[src/rtl/hbs_pkg.sv]
// Package for the height burst segmenter: shared constants, request codes,
// configuration indexes and the controller/datapath command and status types.
// Depends on nothing.
`timescale 1ns / 1ps

package hbs_pkg;

    localparam int BUFFER_DEPTH_DEF = 64;
    localparam int HEIGHT_BITS_DEF  = 12;

    localparam int TIME_W     = 32;
    localparam int HEIGHT_W   = 12;
    localparam int LIMIT_W    = 7;
    localparam int DELAY_W    = 8;
    localparam int CFG_ADDR_W = 1;
    localparam int CFG_DATA_W = 8;
    localparam int S_DATA_W   = 16;
    localparam int M_DATA_W   = 48;

    localparam logic [LIMIT_W-1:0] SAMPLE_LIMIT_RESET = 7'd64;
    localparam logic [DELAY_W-1:0] FINISH_DELAY_RESET = 8'd15;

    localparam logic [CFG_ADDR_W-1:0] CFG_SAMPLE_LIMIT = 1'b0;
    localparam logic [CFG_ADDR_W-1:0] CFG_FINISH_DELAY = 1'b1;

    typedef enum logic [1:0] {
        REQ_SAMPLE  = 2'd0,
        REQ_TICK    = 2'd1,
        REQ_SUSPEND = 2'd2,
        REQ_RESUME  = 2'd3
    } req_t;

    typedef struct packed {
        logic take;
        logic rd;
        logic zero;
    } hbs_cmd_t;

    typedef struct packed {
        logic finish;
        logic ovf;
        logic rd_last;
    } hbs_stat_t;

endpackage

[src/rtl/hbs_datapath.sv]
// Datapath of the height burst segmenter: configuration registers, profile
// state, sample memory and the drain read port.
// Depends on hbs_pkg.
`timescale 1ns / 1ps

module hbs_datapath #(
    parameter int BUFFER_DEPTH = hbs_pkg::BUFFER_DEPTH_DEF,
    parameter int HEIGHT_BITS  = hbs_pkg::HEIGHT_BITS_DEF
) (
    input  logic                              clk,
    input  logic                              rst_n,
    input  logic                              cfg_we,
    input  logic [hbs_pkg::CFG_ADDR_W-1:0]    cfg_addr,
    input  logic [hbs_pkg::CFG_DATA_W-1:0]    cfg_data,
    input  hbs_pkg::req_t                     req_type,
    input  logic [hbs_pkg::HEIGHT_W-1:0]      height,
    input  hbs_pkg::hbs_cmd_t                 cmd,
    output hbs_pkg::hbs_stat_t                stat,
    output logic [hbs_pkg::TIME_W-1:0]        time_offset,
    output logic [hbs_pkg::HEIGHT_W-1:0]      height_value
);
    import hbs_pkg::*;

    localparam int SW   = (HEIGHT_BITS < HEIGHT_W) ? HEIGHT_BITS : HEIGHT_W;
    localparam int AW   = $clog2(BUFFER_DEPTH);
    localparam int CW   = $clog2(BUFFER_DEPTH + 2);
    localparam int CMPW = (CW > LIMIT_W) ? CW : LIMIT_W;
    localparam int EW   = TIME_W + SW;

    logic [LIMIT_W-1:0] sample_limit_reg;
    logic [DELAY_W-1:0] finish_delay_reg;

    logic               open_reg, open_next;
    logic               armed_reg, armed_next;
    logic               paused_reg, paused_next;
    logic [DELAY_W-1:0] cd_reg, cd_next;
    logic [TIME_W-1:0]  rt_reg, rt_next;
    logic [CW-1:0]      count_reg, count_next;
    logic [CW-1:0]      len_reg, len_next;
    logic [CW-1:0]      idx_reg, idx_next;

    logic [EW-1:0]      mem [BUFFER_DEPTH];
    logic [EW-1:0]      rd_reg;

    logic [SW-1:0]      h_in;
    logic               h_nz;
    logic               mem_we;
    logic               finish;

    assign h_in = height[SW-1:0];
    assign h_nz = (h_in != '0);

    always_ff @(posedge clk or negedge rst_n)
    begin
        if (!rst_n)
        begin
            sample_limit_reg <= SAMPLE_LIMIT_RESET;
            finish_delay_reg <= FINISH_DELAY_RESET;
        end
        else if (cfg_we)
        begin
            case (cfg_addr)
                CFG_SAMPLE_LIMIT: sample_limit_reg <= cfg_data[LIMIT_W-1:0];
                CFG_FINISH_DELAY: finish_delay_reg <= cfg_data[DELAY_W-1:0];
                default: ;
            endcase
        end
    end

    always_comb
    begin
        open_next   = open_reg;
        armed_next  = armed_reg;
        paused_next = paused_reg;
        cd_next     = cd_reg;
        rt_next     = rt_reg;
        count_next  = count_reg;
        len_next    = len_reg;
        idx_next    = idx_reg;
        mem_we      = 1'b0;
        finish      = 1'b0;
        if (cmd.take)
        begin
            case (req_type)
                REQ_SAMPLE:
                begin
                    if (!paused_reg)
                    begin
                        if (h_nz)
                        begin
                            open_next  = 1'b1;
                            armed_next = 1'b0;
                            cd_next    = '0;
                            if (count_reg < CW'(BUFFER_DEPTH))
                            begin
                                mem_we     = 1'b1;
                                count_next = CW'(count_reg + 1'b1);
                            end
                            else
                            begin
                                count_next = CW'(BUFFER_DEPTH + 1);
                            end
                        end
                        else if (open_reg && !armed_reg)
                        begin
                            armed_next = 1'b1;
                            cd_next    = finish_delay_reg;
                        end
                    end
                end
                REQ_TICK:
                begin
                    if (!paused_reg && open_reg)
                    begin
                        rt_next = rt_reg + 1'b1;
                        if (armed_reg)
                        begin
                            if (cd_reg <= DELAY_W'(1))
                            begin
                                finish     = 1'b1;
                                len_next   = count_reg;
                                idx_next   = '0;
                                open_next  = 1'b0;
                                armed_next = 1'b0;
                                cd_next    = '0;
                                rt_next    = '0;
                                count_next = '0;
                            end
                            else
                            begin
                                cd_next = cd_reg - 1'b1;
                            end
                        end
                    end
                end
                REQ_SUSPEND: paused_next = 1'b1;
                REQ_RESUME:  paused_next = 1'b0;
                default: ;
            endcase
        end
        if (cmd.rd)
        begin
            idx_next = CW'(idx_reg + 1'b1);
        end
    end

    always_ff @(posedge clk or negedge rst_n)
    begin
        if (!rst_n)
        begin
            open_reg   <= 1'b0;
            armed_reg  <= 1'b0;
            paused_reg <= 1'b0;
            cd_reg     <= '0;
            rt_reg     <= '0;
            count_reg  <= '0;
            len_reg    <= '0;
            idx_reg    <= '0;
        end
        else
        begin
            open_reg   <= open_next;
            armed_reg  <= armed_next;
            paused_reg <= paused_next;
            cd_reg     <= cd_next;
            rt_reg     <= rt_next;
            count_reg  <= count_next;
            len_reg    <= len_next;
            idx_reg    <= idx_next;
        end
    end

    always_ff @(posedge clk)
    begin
        if (mem_we)
        begin
            mem[count_reg[AW-1:0]] <= {rt_reg, h_in};
        end
        if (cmd.zero)
        begin
            rd_reg <= '0;
        end
        else if (cmd.rd)
        begin
            rd_reg <= mem[idx_reg[AW-1:0]];
        end
    end

    assign time_offset  = rd_reg[EW-1:SW];
    assign height_value = HEIGHT_W'(rd_reg[SW-1:0]);

    assign stat.finish  = finish;
    assign stat.ovf     = !((CMPW'(count_reg) <= CMPW'(sample_limit_reg)) &&
                            (count_reg <= CW'(BUFFER_DEPTH)));
    assign stat.rd_last = (CW'(idx_reg + 1'b1) == len_reg);

    a_finish_closes: assert property (@(posedge clk) disable iff (!rst_n)
        finish |=> (!open_reg && count_reg == '0 && rt_reg == '0))
        else $error("profile not closed after finish");

    a_read_in_range: assert property (@(posedge clk) disable iff (!rst_n)
        cmd.rd |-> (idx_reg < len_reg))
        else $error("drain read beyond stored samples");

    a_count_bound: assert property (@(posedge clk) disable iff (!rst_n)
        count_reg <= CW'(BUFFER_DEPTH + 1))
        else $error("sample count beyond saturation value");

    a_no_take_in_drain: assert property (@(posedge clk) disable iff (!rst_n)
        (cmd.rd || cmd.zero) |-> !cmd.take)
        else $error("input beat accepted while draining");

endmodule

[src/rtl/hbs_ctrl.sv]
// Controller of the height burst segmenter: accepts input beats while idle and
// sequences the drain of a finished profile or the overflow report.
// Depends on hbs_pkg.
`timescale 1ns / 1ps

module hbs_ctrl (
    input  logic               clk,
    input  logic               rst_n,
    input  logic               s_tvalid,
    output logic               s_tready,
    output logic               m_tvalid,
    input  logic               m_tready,
    output logic               m_tlast,
    output logic               m_status,
    input  hbs_pkg::hbs_stat_t stat,
    output hbs_pkg::hbs_cmd_t  cmd
);
    import hbs_pkg::*;

    typedef enum logic [1:0] {
        ST_IDLE,
        ST_DRAIN,
        ST_OVF
    } state_t;

    state_t state_reg;
    logic   m_tvalid_reg;
    logic   m_tlast_reg;
    logic   m_status_reg;
    logic   out_free;

    assign out_free = !m_tvalid_reg || m_tready;
    assign s_tready = (state_reg == ST_IDLE);

    always_comb
    begin
        cmd.take = s_tvalid && (state_reg == ST_IDLE);
        cmd.rd   = (state_reg == ST_DRAIN) && out_free;
        cmd.zero = (state_reg == ST_OVF) && out_free;
    end

    always_ff @(posedge clk or negedge rst_n)
    begin
        if (!rst_n)
        begin
            state_reg    <= ST_IDLE;
            m_tvalid_reg <= 1'b0;
            m_tlast_reg  <= 1'b0;
            m_status_reg <= 1'b0;
        end
        else
        begin
            if (cmd.rd || cmd.zero)
            begin
                m_tvalid_reg <= 1'b1;
            end
            else if (m_tready)
            begin
                m_tvalid_reg <= 1'b0;
            end
            case (state_reg)
                ST_IDLE:
                begin
                    if (stat.finish)
                    begin
                        state_reg <= stat.ovf ? ST_OVF : ST_DRAIN;
                    end
                end
                ST_DRAIN:
                begin
                    if (out_free)
                    begin
                        m_tlast_reg  <= stat.rd_last;
                        m_status_reg <= 1'b0;
                        if (stat.rd_last)
                        begin
                            state_reg <= ST_IDLE;
                        end
                    end
                end
                ST_OVF:
                begin
                    if (out_free)
                    begin
                        m_tlast_reg  <= 1'b1;
                        m_status_reg <= 1'b1;
                        state_reg    <= ST_IDLE;
                    end
                end
                default: state_reg <= ST_IDLE;
            endcase
        end
    end

    assign m_tvalid = m_tvalid_reg;
    assign m_tlast  = m_tlast_reg;
    assign m_status = m_status_reg;

endmodule

[src/rtl/height_burst_segmenter.sv]
// Height burst segmenter: cuts a stream of height samples into item profiles.
// Input beats carry a request kind in s_tuser and a height in s_tdata. Samples,
// millisecond ticks, suspend and resume are each taken while s_tready is high.
// A closing tick (the end countdown running out) stops input for the drain:
// the controller enters its drain state, the first result beat is then
// registered from the memory read port, and while the receiver does not
// stall one stored sample leaves per cycle on the master side with tlast on
// the final one. Without stalls the drain rate is set by the single read
// port of the sample memory. An oversize profile gives one beat with tuser
// set, zero data and tlast. When the receiver stalls the drain waits with
// the pending beat held, and input stays blocked until the final beat of
// the profile has been loaded.
// Reset clears the profile state and loads the configuration defaults (limit
// 64, delay 15 ticks); the sample memory is not cleared. Configuration is
// written through cfg_we, cfg_addr and cfg_data while the block is idle.
// Depends on hbs_pkg, hbs_ctrl and hbs_datapath.
`timescale 1ns / 1ps

module height_burst_segmenter #(
    parameter int BUFFER_DEPTH = hbs_pkg::BUFFER_DEPTH_DEF,
    parameter int HEIGHT_BITS  = hbs_pkg::HEIGHT_BITS_DEF
) (
    input  logic                            clk,
    input  logic                            rst_n,
    input  logic                            cfg_we,
    input  logic [hbs_pkg::CFG_ADDR_W-1:0]  cfg_addr,
    input  logic [hbs_pkg::CFG_DATA_W-1:0]  cfg_data,
    input  logic                            s_tvalid,
    output logic                            s_tready,
    input  logic [hbs_pkg::S_DATA_W-1:0]    s_tdata,   // height[11:0], zero pad
    input  logic [1:0]                      s_tuser,   // req_type[1:0]
    output logic                            m_tvalid,
    input  logic                            m_tready,
    output logic [hbs_pkg::M_DATA_W-1:0]    m_tdata,   // time_offset[31:0],
                                                       // height_value[43:32], pad
    output logic                            m_tuser,   // status
    output logic                            m_tlast
);
    import hbs_pkg::*;

    hbs_cmd_t            cmd;
    hbs_stat_t           stat;
    logic [TIME_W-1:0]   time_offset;
    logic [HEIGHT_W-1:0] height_value;

    hbs_ctrl u_ctrl (
        .clk      (clk),
        .rst_n    (rst_n),
        .s_tvalid (s_tvalid),
        .s_tready (s_tready),
        .m_tvalid (m_tvalid),
        .m_tready (m_tready),
        .m_tlast  (m_tlast),
        .m_status (m_tuser),
        .stat     (stat),
        .cmd      (cmd)
    );

    hbs_datapath #(
        .BUFFER_DEPTH (BUFFER_DEPTH),
        .HEIGHT_BITS  (HEIGHT_BITS)
    ) u_datapath (
        .clk          (clk),
        .rst_n        (rst_n),
        .cfg_we       (cfg_we),
        .cfg_addr     (cfg_addr),
        .cfg_data     (cfg_data),
        .req_type     (req_t'(s_tuser)),
        .height       (s_tdata[HEIGHT_W-1:0]),
        .cmd          (cmd),
        .stat         (stat),
        .time_offset  (time_offset),
        .height_value (height_value)
    );

    assign m_tdata = M_DATA_W'({height_value, time_offset});

endmodule
[config.mk]
export PLATFORM = sky130hd
export DESIGN_NAME = height_burst_segmenter
export DESIGN_NICKNAME = d
export VERILOG_FILES = /design/src/rtl/hbs_pkg.sv /design/src/rtl/hbs_datapath.sv /design/src/rtl/hbs_ctrl.sv /design/src/rtl/height_burst_segmenter.sv
export SDC_FILE = /design/constraint.sdc
export NUM_CORES = 2
export LEC_CHECK = 0
export BUFFER_PORTS_ARGS = -buffer_cell sky130_fd_sc_hd__buf_2
export CAP_MARGIN = 20
export CORE_MARGIN = 4
export CORE_UTILIZATION = 35
export DETAILED_ROUTE_END_ITERATION = 8
export SYNTH_ARGS = -nofsm -noshare
export SYNTH_HDL_FRONTEND = slang
export SYNTH_SLANG_ARGS = --single-unit
[constraint.sdc]
create_clock -name clk -period 12.1 [get_ports clk]
set_input_delay 2.42 -clock clk [delete_from_list [all_inputs] [get_ports clk]]
set_output_delay 2.42 -clock clk [all_outputs]
set_load 0.02 [all_outputs]
== Word-level counts from Yosys, hierarchy flattened ==
Memories as Yosys holds them, arrays and structs flattened. A register that Yosys moved wholly into a read port is not among the register bits.
Cells that the tools add are included.

* Flip-flop bits (word level): 84
* Bits in writable memories: 2,816
* Bits of input ports: 32
* Output and inout port bits: 52
* Word-level logic and storage cells: 132
* Memories: 1

{| class="wikitable"
|+ Memory list
! name !! depth !! bits a word !! rd ports !! clocked after Yosys merged registers in !! wr ports !! RTL line !! source
|-
| u_datapath.mem || 64 || 44 || 1 || 1 || 1 || hbs_datapath.sv:42 || <nowiki>logic [EW-1:0] mem [BUFFER_DEPTH];</nowiki>
|}

* Add/sub/neg operators: 4
* Order comparisons: 4
* Equal/unequal tests: 16
* Muxes and demuxes: 58
* Bitwise operators: 1
* Reduce and logical (&&, ||, !) cells: 34

{| class="wikitable"
|+ Operators with widths
! cell !! number
|-
| 32-bit two-way mux || 2
|-
| 7-bit two-way mux || 9
|-
| 8-bit two-way mux || 6
|-
| 32-bit by 1-bit adder with 32-bit output (second input constant) || 1
|-
| 1-bit two-way mux || 28
|-
| 2-bit nonzero test || 9
|-
| 2-bit by 1-bit inequality test with 1-bit output (second input constant) || 8
|-
| 8-bit one-hot mux with 2 select lines || 1
|-
| 5-bit AND reduction || 3
|-
| 7-bit by 1-bit adder with 7-bit output (second input constant) || 2
|-
| 7-bit one-hot mux with 2 select lines || 1
|-
| 12-bit nonzero test || 1
|-
| 2-bit two-way mux || 5
|-
| 1-bit one-hot mux with 2 select lines || 5
|-
| 8-bit by 1-bit less-or-equal comparator with 1-bit output (second input constant) || 1
|-
| 8-bit by 1-bit subtractor with 8-bit output (second input constant) || 1
|-
| 7-bit == test || 1
|-
| 7-bit less-or-equal comparator || 1
|-
| 7-bit less-or-equal comparator (second input constant) || 1
|-
| 7-bit < comparator (second input constant) || 1
|-
| 7-bit AND reduction || 1
|-
| 2-bit == test (second input constant) || 3
|-
| 1-bit logical AND || 6
|-
| 2-bit one-hot mux with 3 select lines || 1
|-
| other kinds (11) || 19
|}

== Logic depth before layout (Yosys ltp) ==
* Depth in word-level cells: 8
* Mapped depth: 11
* Depth with buffers taken out: 8

== Modules after synthesis ==
A second synthesis with hierarchy kept.

* Cell total of the unflattened synthesis: 5,448
* Area, all modules: 112,516.7 um^2

{| class="wikitable"
|+ Modules (own cells, without submodules)
! module !! times used !! cells an instance !! area each (um^2) !! sequential area each (um^2)
|-
| hbs_datapath || 1 || 5,414 || 112,208.9 || 87,425.1
|-
| hbs_ctrl || 1 || 29 || 274.0 || 125.1
|-
| height_burst_segmenter || 1 || 5 || 33.8 || 0.0
|}

== Worst setup path before layout ==
No wires, ideal clock.

* Path type: input port to flip-flop
* Start point: input port s_tvalid
* End point: memory u_datapath.mem[25][0] (netlist bit) (enable)
* Library setup time: 0.446 ns
* Arrival time: 5.484 ns
* Required time: 11.654 ns
* Path slack: 6.170 ns
* Stages: 6
* Path buffers: 1
* Cell sequence: nand3b_1 -> nor3_1 -> nand3b_1 -> or4_1 -> clkbuf_1 -> nor2_1

* Cells in the longest elaborated chain, start to end: 4

{| class="wikitable"
|+ RTL lines
! item !! RTL line !! source
|-
| from (decl) || height_burst_segmenter.sv:28 || <nowiki>input logic s_tvalid,</nowiki>
|-
| 1-bit logical AND || hbs_ctrl.sv:37 || <nowiki>cmd.take = s_tvalid && (state_reg == ST_IDLE);</nowiki>
|-
| 1-bit two-way mux || hbs_datapath.sv:82 || <nowiki>if (cmd.take)</nowiki>
|-
| 1-bit two-way mux || hbs_datapath.sv:175 || <nowiki>if (mem_we)</nowiki>
|-
| 1-bit two-way mux (not written as such) || hbs_datapath.sv:177 || <nowiki>mem[count_reg[AW-1:0]] <= {rt_reg, h_in};</nowiki>
|-
| to (decl) || hbs_datapath.sv:42 ||
|}

No other way between the ends.

== Worst setup path in the final report ==
* Start point: input port s_tdata[3] (netlist bit)
* End point: memory u_datapath.mem[53][2] (netlist bit) (enable)

* Cells in the longest elaborated chain, start to end: 7

{| class="wikitable"
|+ RTL lines
! item !! RTL line !! source
|-
| from (decl) || height_burst_segmenter.sv:30 || <nowiki>input logic [hbs_pkg::S_DATA_W-1:0] s_tdata,</nowiki>
|-
| 12-bit nonzero test || hbs_datapath.sv:51 || <nowiki>assign h_nz = (h_in != '0);</nowiki>
|-
| 1-bit two-way mux || hbs_datapath.sv:89 || <nowiki>if (h_nz)</nowiki>
|-
| 1-bit two-way mux || hbs_datapath.sv:87 || <nowiki>if (!paused_reg)</nowiki>
|-
| 1-bit two-way mux || hbs_datapath.sv:84 || <nowiki>case (req_type)</nowiki>
|-
| 1-bit two-way mux || hbs_datapath.sv:82 ||
|-
| 1-bit two-way mux || hbs_datapath.sv:175 ||
|-
| 1-bit two-way mux (not written as such) || hbs_datapath.sv:177 ||
|}

No other way between the ends.

==> reports/results.tsv <==
metric	value	unit
outcome	completed	
CP Max Fanout	65	
clock sinks	2944	
initial core utilization	35.24	%
Finish-stage setup viols	0	
H-tree Lvls	5	
share of cells above drive strength 1	24.13	%
CTS buffer count	306	
max reg flops	2816	
setup ws final	5.055	ns
Period minus WS final	7.045	ns
clock skew	0.04151	ns
Max Cap Viol	0	
Final Hold Viols	0	
FMAX	141.9	MHz
die height	577.3	um
DRT Pass-1 Iters	5	
Die ar.	333300	um^2
# IOs	84	
Avg Cell Area, Syn	21.14	um^2
die width	577.3	um
Placed Cells	9609	
post-synthesis sequential area ratio	77.18	%
DRC viols	0	
first-pass GRT wire length	427500	um
Pwr per Cell Area	205.8	nW/um^2
WL/cell	29.78	um
cts repair resizes	0	
total routed wirelength	302600	um
Final period util	58.22	%
Via density	5.523	
Worst-path clk slew	0.06	ns
total grt overflow	0	
initial antenna violation count	18	
nets	5673	
Total Power	26.69	mW
Cell Count, Final, Fillers Out	10160	
final core utilization	40.28	%
Mapped Cells	5367	
vias in the first global route	57020	
register bit total from synthesis	2944	
GPL Wtd Cong	0.7651	
Clock Tree Buf Depth	4	
LEAKAGE	42.51	nW
post-CTS setup buffer count	0	
later-pin clock latency in the skew report	0.86	ns
WP data arrival	7.52	ns
# rows	208	
EDFF count, synth	2816	
kind of critical path	primary input to flip-flop	
IO buf count	75	
Syn-to-layout area delta	14.31	%
DRT iter0 DRCs	6832	
vias	56120	
Critical Path Source Type	primary input	
CP Capture Type	flip-flop	
TritonCTS clock tree	yes	
Hold Path Class	flip-flop to flip-flop	
count of different cell masters after synthesis	65	
# hold bufs at CTS	0	
TNS Setup	0	ns
async set-or-reset flop fraction in the synthesized netlist	2.853	%
Slew headroom	20.74	%
yosys warns	0	
largest net degree at the start of global routing	125	
DP Worst Slack	4.201	ns
slew of the pin with the lowest slew margin	1.186	ns
Synth Cell Area	113400	um^2
Core ar.	321900	um^2
WP data required	12.57	ns
total track usage	17.81	%
RSZ-0062 raised after global routing	false	
clock tree root driver cell	clkbuf_16	
Final Max Slew Viols	0	
Synth Flop Type	edfxtp_1	
Post-DRT Antenna Nets	0	
DP Wirelength	164600	um
worst IR drop on VDD	192.9	uV
==> worst max-delay path: stages <==
cell and delay [ns]:
buf_2 0.15, buf_4 0.52, nor4_1 0.12, buf_2 0.19
nand3_1 0.57, nand3b_1 0.44, nor2_1 0.29, nand3_1 0.75
nor2_4 1.17, buf_4 0.72
==> synthesized netlist by cell type, types with 9 or more instances <==
master	n	area, um^2
edfxtp_1	2816	84560
mux4_2	572	12880
mux2i_1	442	4424
o22ai_1	177	1107
nor2_1	154	578.1
clkbuf_1	150	563.0
nand2_1	139	521.8
buf_2	89	445.4
o221ai_1	89	779.5
dfrtp_1	79	1977
o21ai_0	75	375.4
nand3_1	74	370.4
nor3b_1	45	337.8
a2bb2oi_1	44	385.4
dfxtp_1	44	880.8
a211o_1	43	376.6
a221oi_2	39	585.6
buf_4	28	210.2
buf_1	27	101.4
xor2_1	25	219.0
inv_1	17	63.81
ha_1	16	200.2
mux2_2	16	180.2
xnor2_1	14	122.6
a21oi_1	13	65.06
nand4_1	13	81.33
buf_6	12	135.1
o21ai_1	11	55.05
nor3_1	9	45.04
==> kinds of logic after synthesis <==
| family | synth area share (%) |
|---|---|
| and+or+nand+nor | 2.042 |
| muxes | 15.43 |
| AOI/OAI and AO/OA | 3.530 |
| buffers and inverters | 1.342 |
| DFF | 77.18 |
| adders and majority gates | 0.1765 |
| other | 0.003306 |
| xor gates and xnor gates | 0.3011 |
==> path summary, 6_finish.rpt <==
path	slack, ns	cells past startpoint	start	to
worst max-delay path	5.06	10	s_tdata[3]	u_datapath.mem[53][2]$_DFFE_PP_
worst min-delay path	0.48	2	u_datapath.paused_reg$_DFFE_PN0P_	u_datapath.paused_reg$_DFFE_PN0P_
worst max register to register	6.86	9	u_ctrl.state_reg[0]$_DFFE_PN0P_	u_datapath.mem[53][2]$_DFFE_PP_
worst min register to register	0.48	2	u_datapath.paused_reg$_DFFE_PN0P_	u_datapath.paused_reg$_DFFE_PN0P_
max in group asynchronous	9.28	2	rst_n	u_datapath.rt_reg[26]$_DFFE_PN0P_
min in group asynchronous	1.50	1	rst_n	u_datapath.finish_delay_reg[6]$_DFFE_PN0P_
==> area by class of cell <==
| cell class | count | area, um^2 |
|---|---|---|
| diodes | 4 | 10.01 |
| clock buffers | 397 | 8371 |
| clock inverters | 138 | 1316 |
| fillers | 28180 | 192300 |
| inverters | 18 | 75.07 |
| multi-input cells | 2102 | 24910 |
| flip-flops and latches | 2944 | 87590 |
| well taps | 4305 | 5386 |
| repair buffers | 253 | 2007 |
==> placed cells by master (no fill, tap or decap), drive strengths merged, types with 4 or more instances in the layout <==
master    instances
nor4              9
nand3            74
nand2b            7
o22ai           177
mux2i           442
bufinv           22
nand2           139
conb              4
clkinv           98
ha               16
nand4            13
inv              28
nor2            154
xor2             25
nand3b            7
dfrtp            79
clkbuf          397
o31ai             5
buf             253
nor3b            45
diode             4
o221ai           89
a221oi           44
a21oi            13
and3              8
dfxtp            44
dfstp             5
mux2             17
edfxtp         2816
o21ai            86
mux4            572
nor2b             7
a211o            43
nor3              9
xnor2            14
a2bb2oi          44
clkinvlp          8
==> per-layer routing <==
layer	track usage (%)	up-vias	wire, um
met1	24.24	30220	123000
met3	3.108	468	23200
met5	0	-	13
met2	29.38	2378	147800
li1	-	23050	-
met4	5.267	2	8530
==> report_power, final <==
group | switching (mW) | internal [mW]
combinational | 3.41 | 2.53
clock | 3.81 | 5.35
sequential | 0.334 | 11.2
==> metrics by stage <==
step | hold slack [ns] | cell area [um^2]
global route | 0.5146 | 129700
CTS | 0.4779 | 129400
detailed placement | 0.4646 | 119700
global placement | 0.4727 | 119700
finish | 0.4755 | 129700
floorplan | 0.4409 | 113400
No activity file was read; power rests on OpenSTA's default activity.
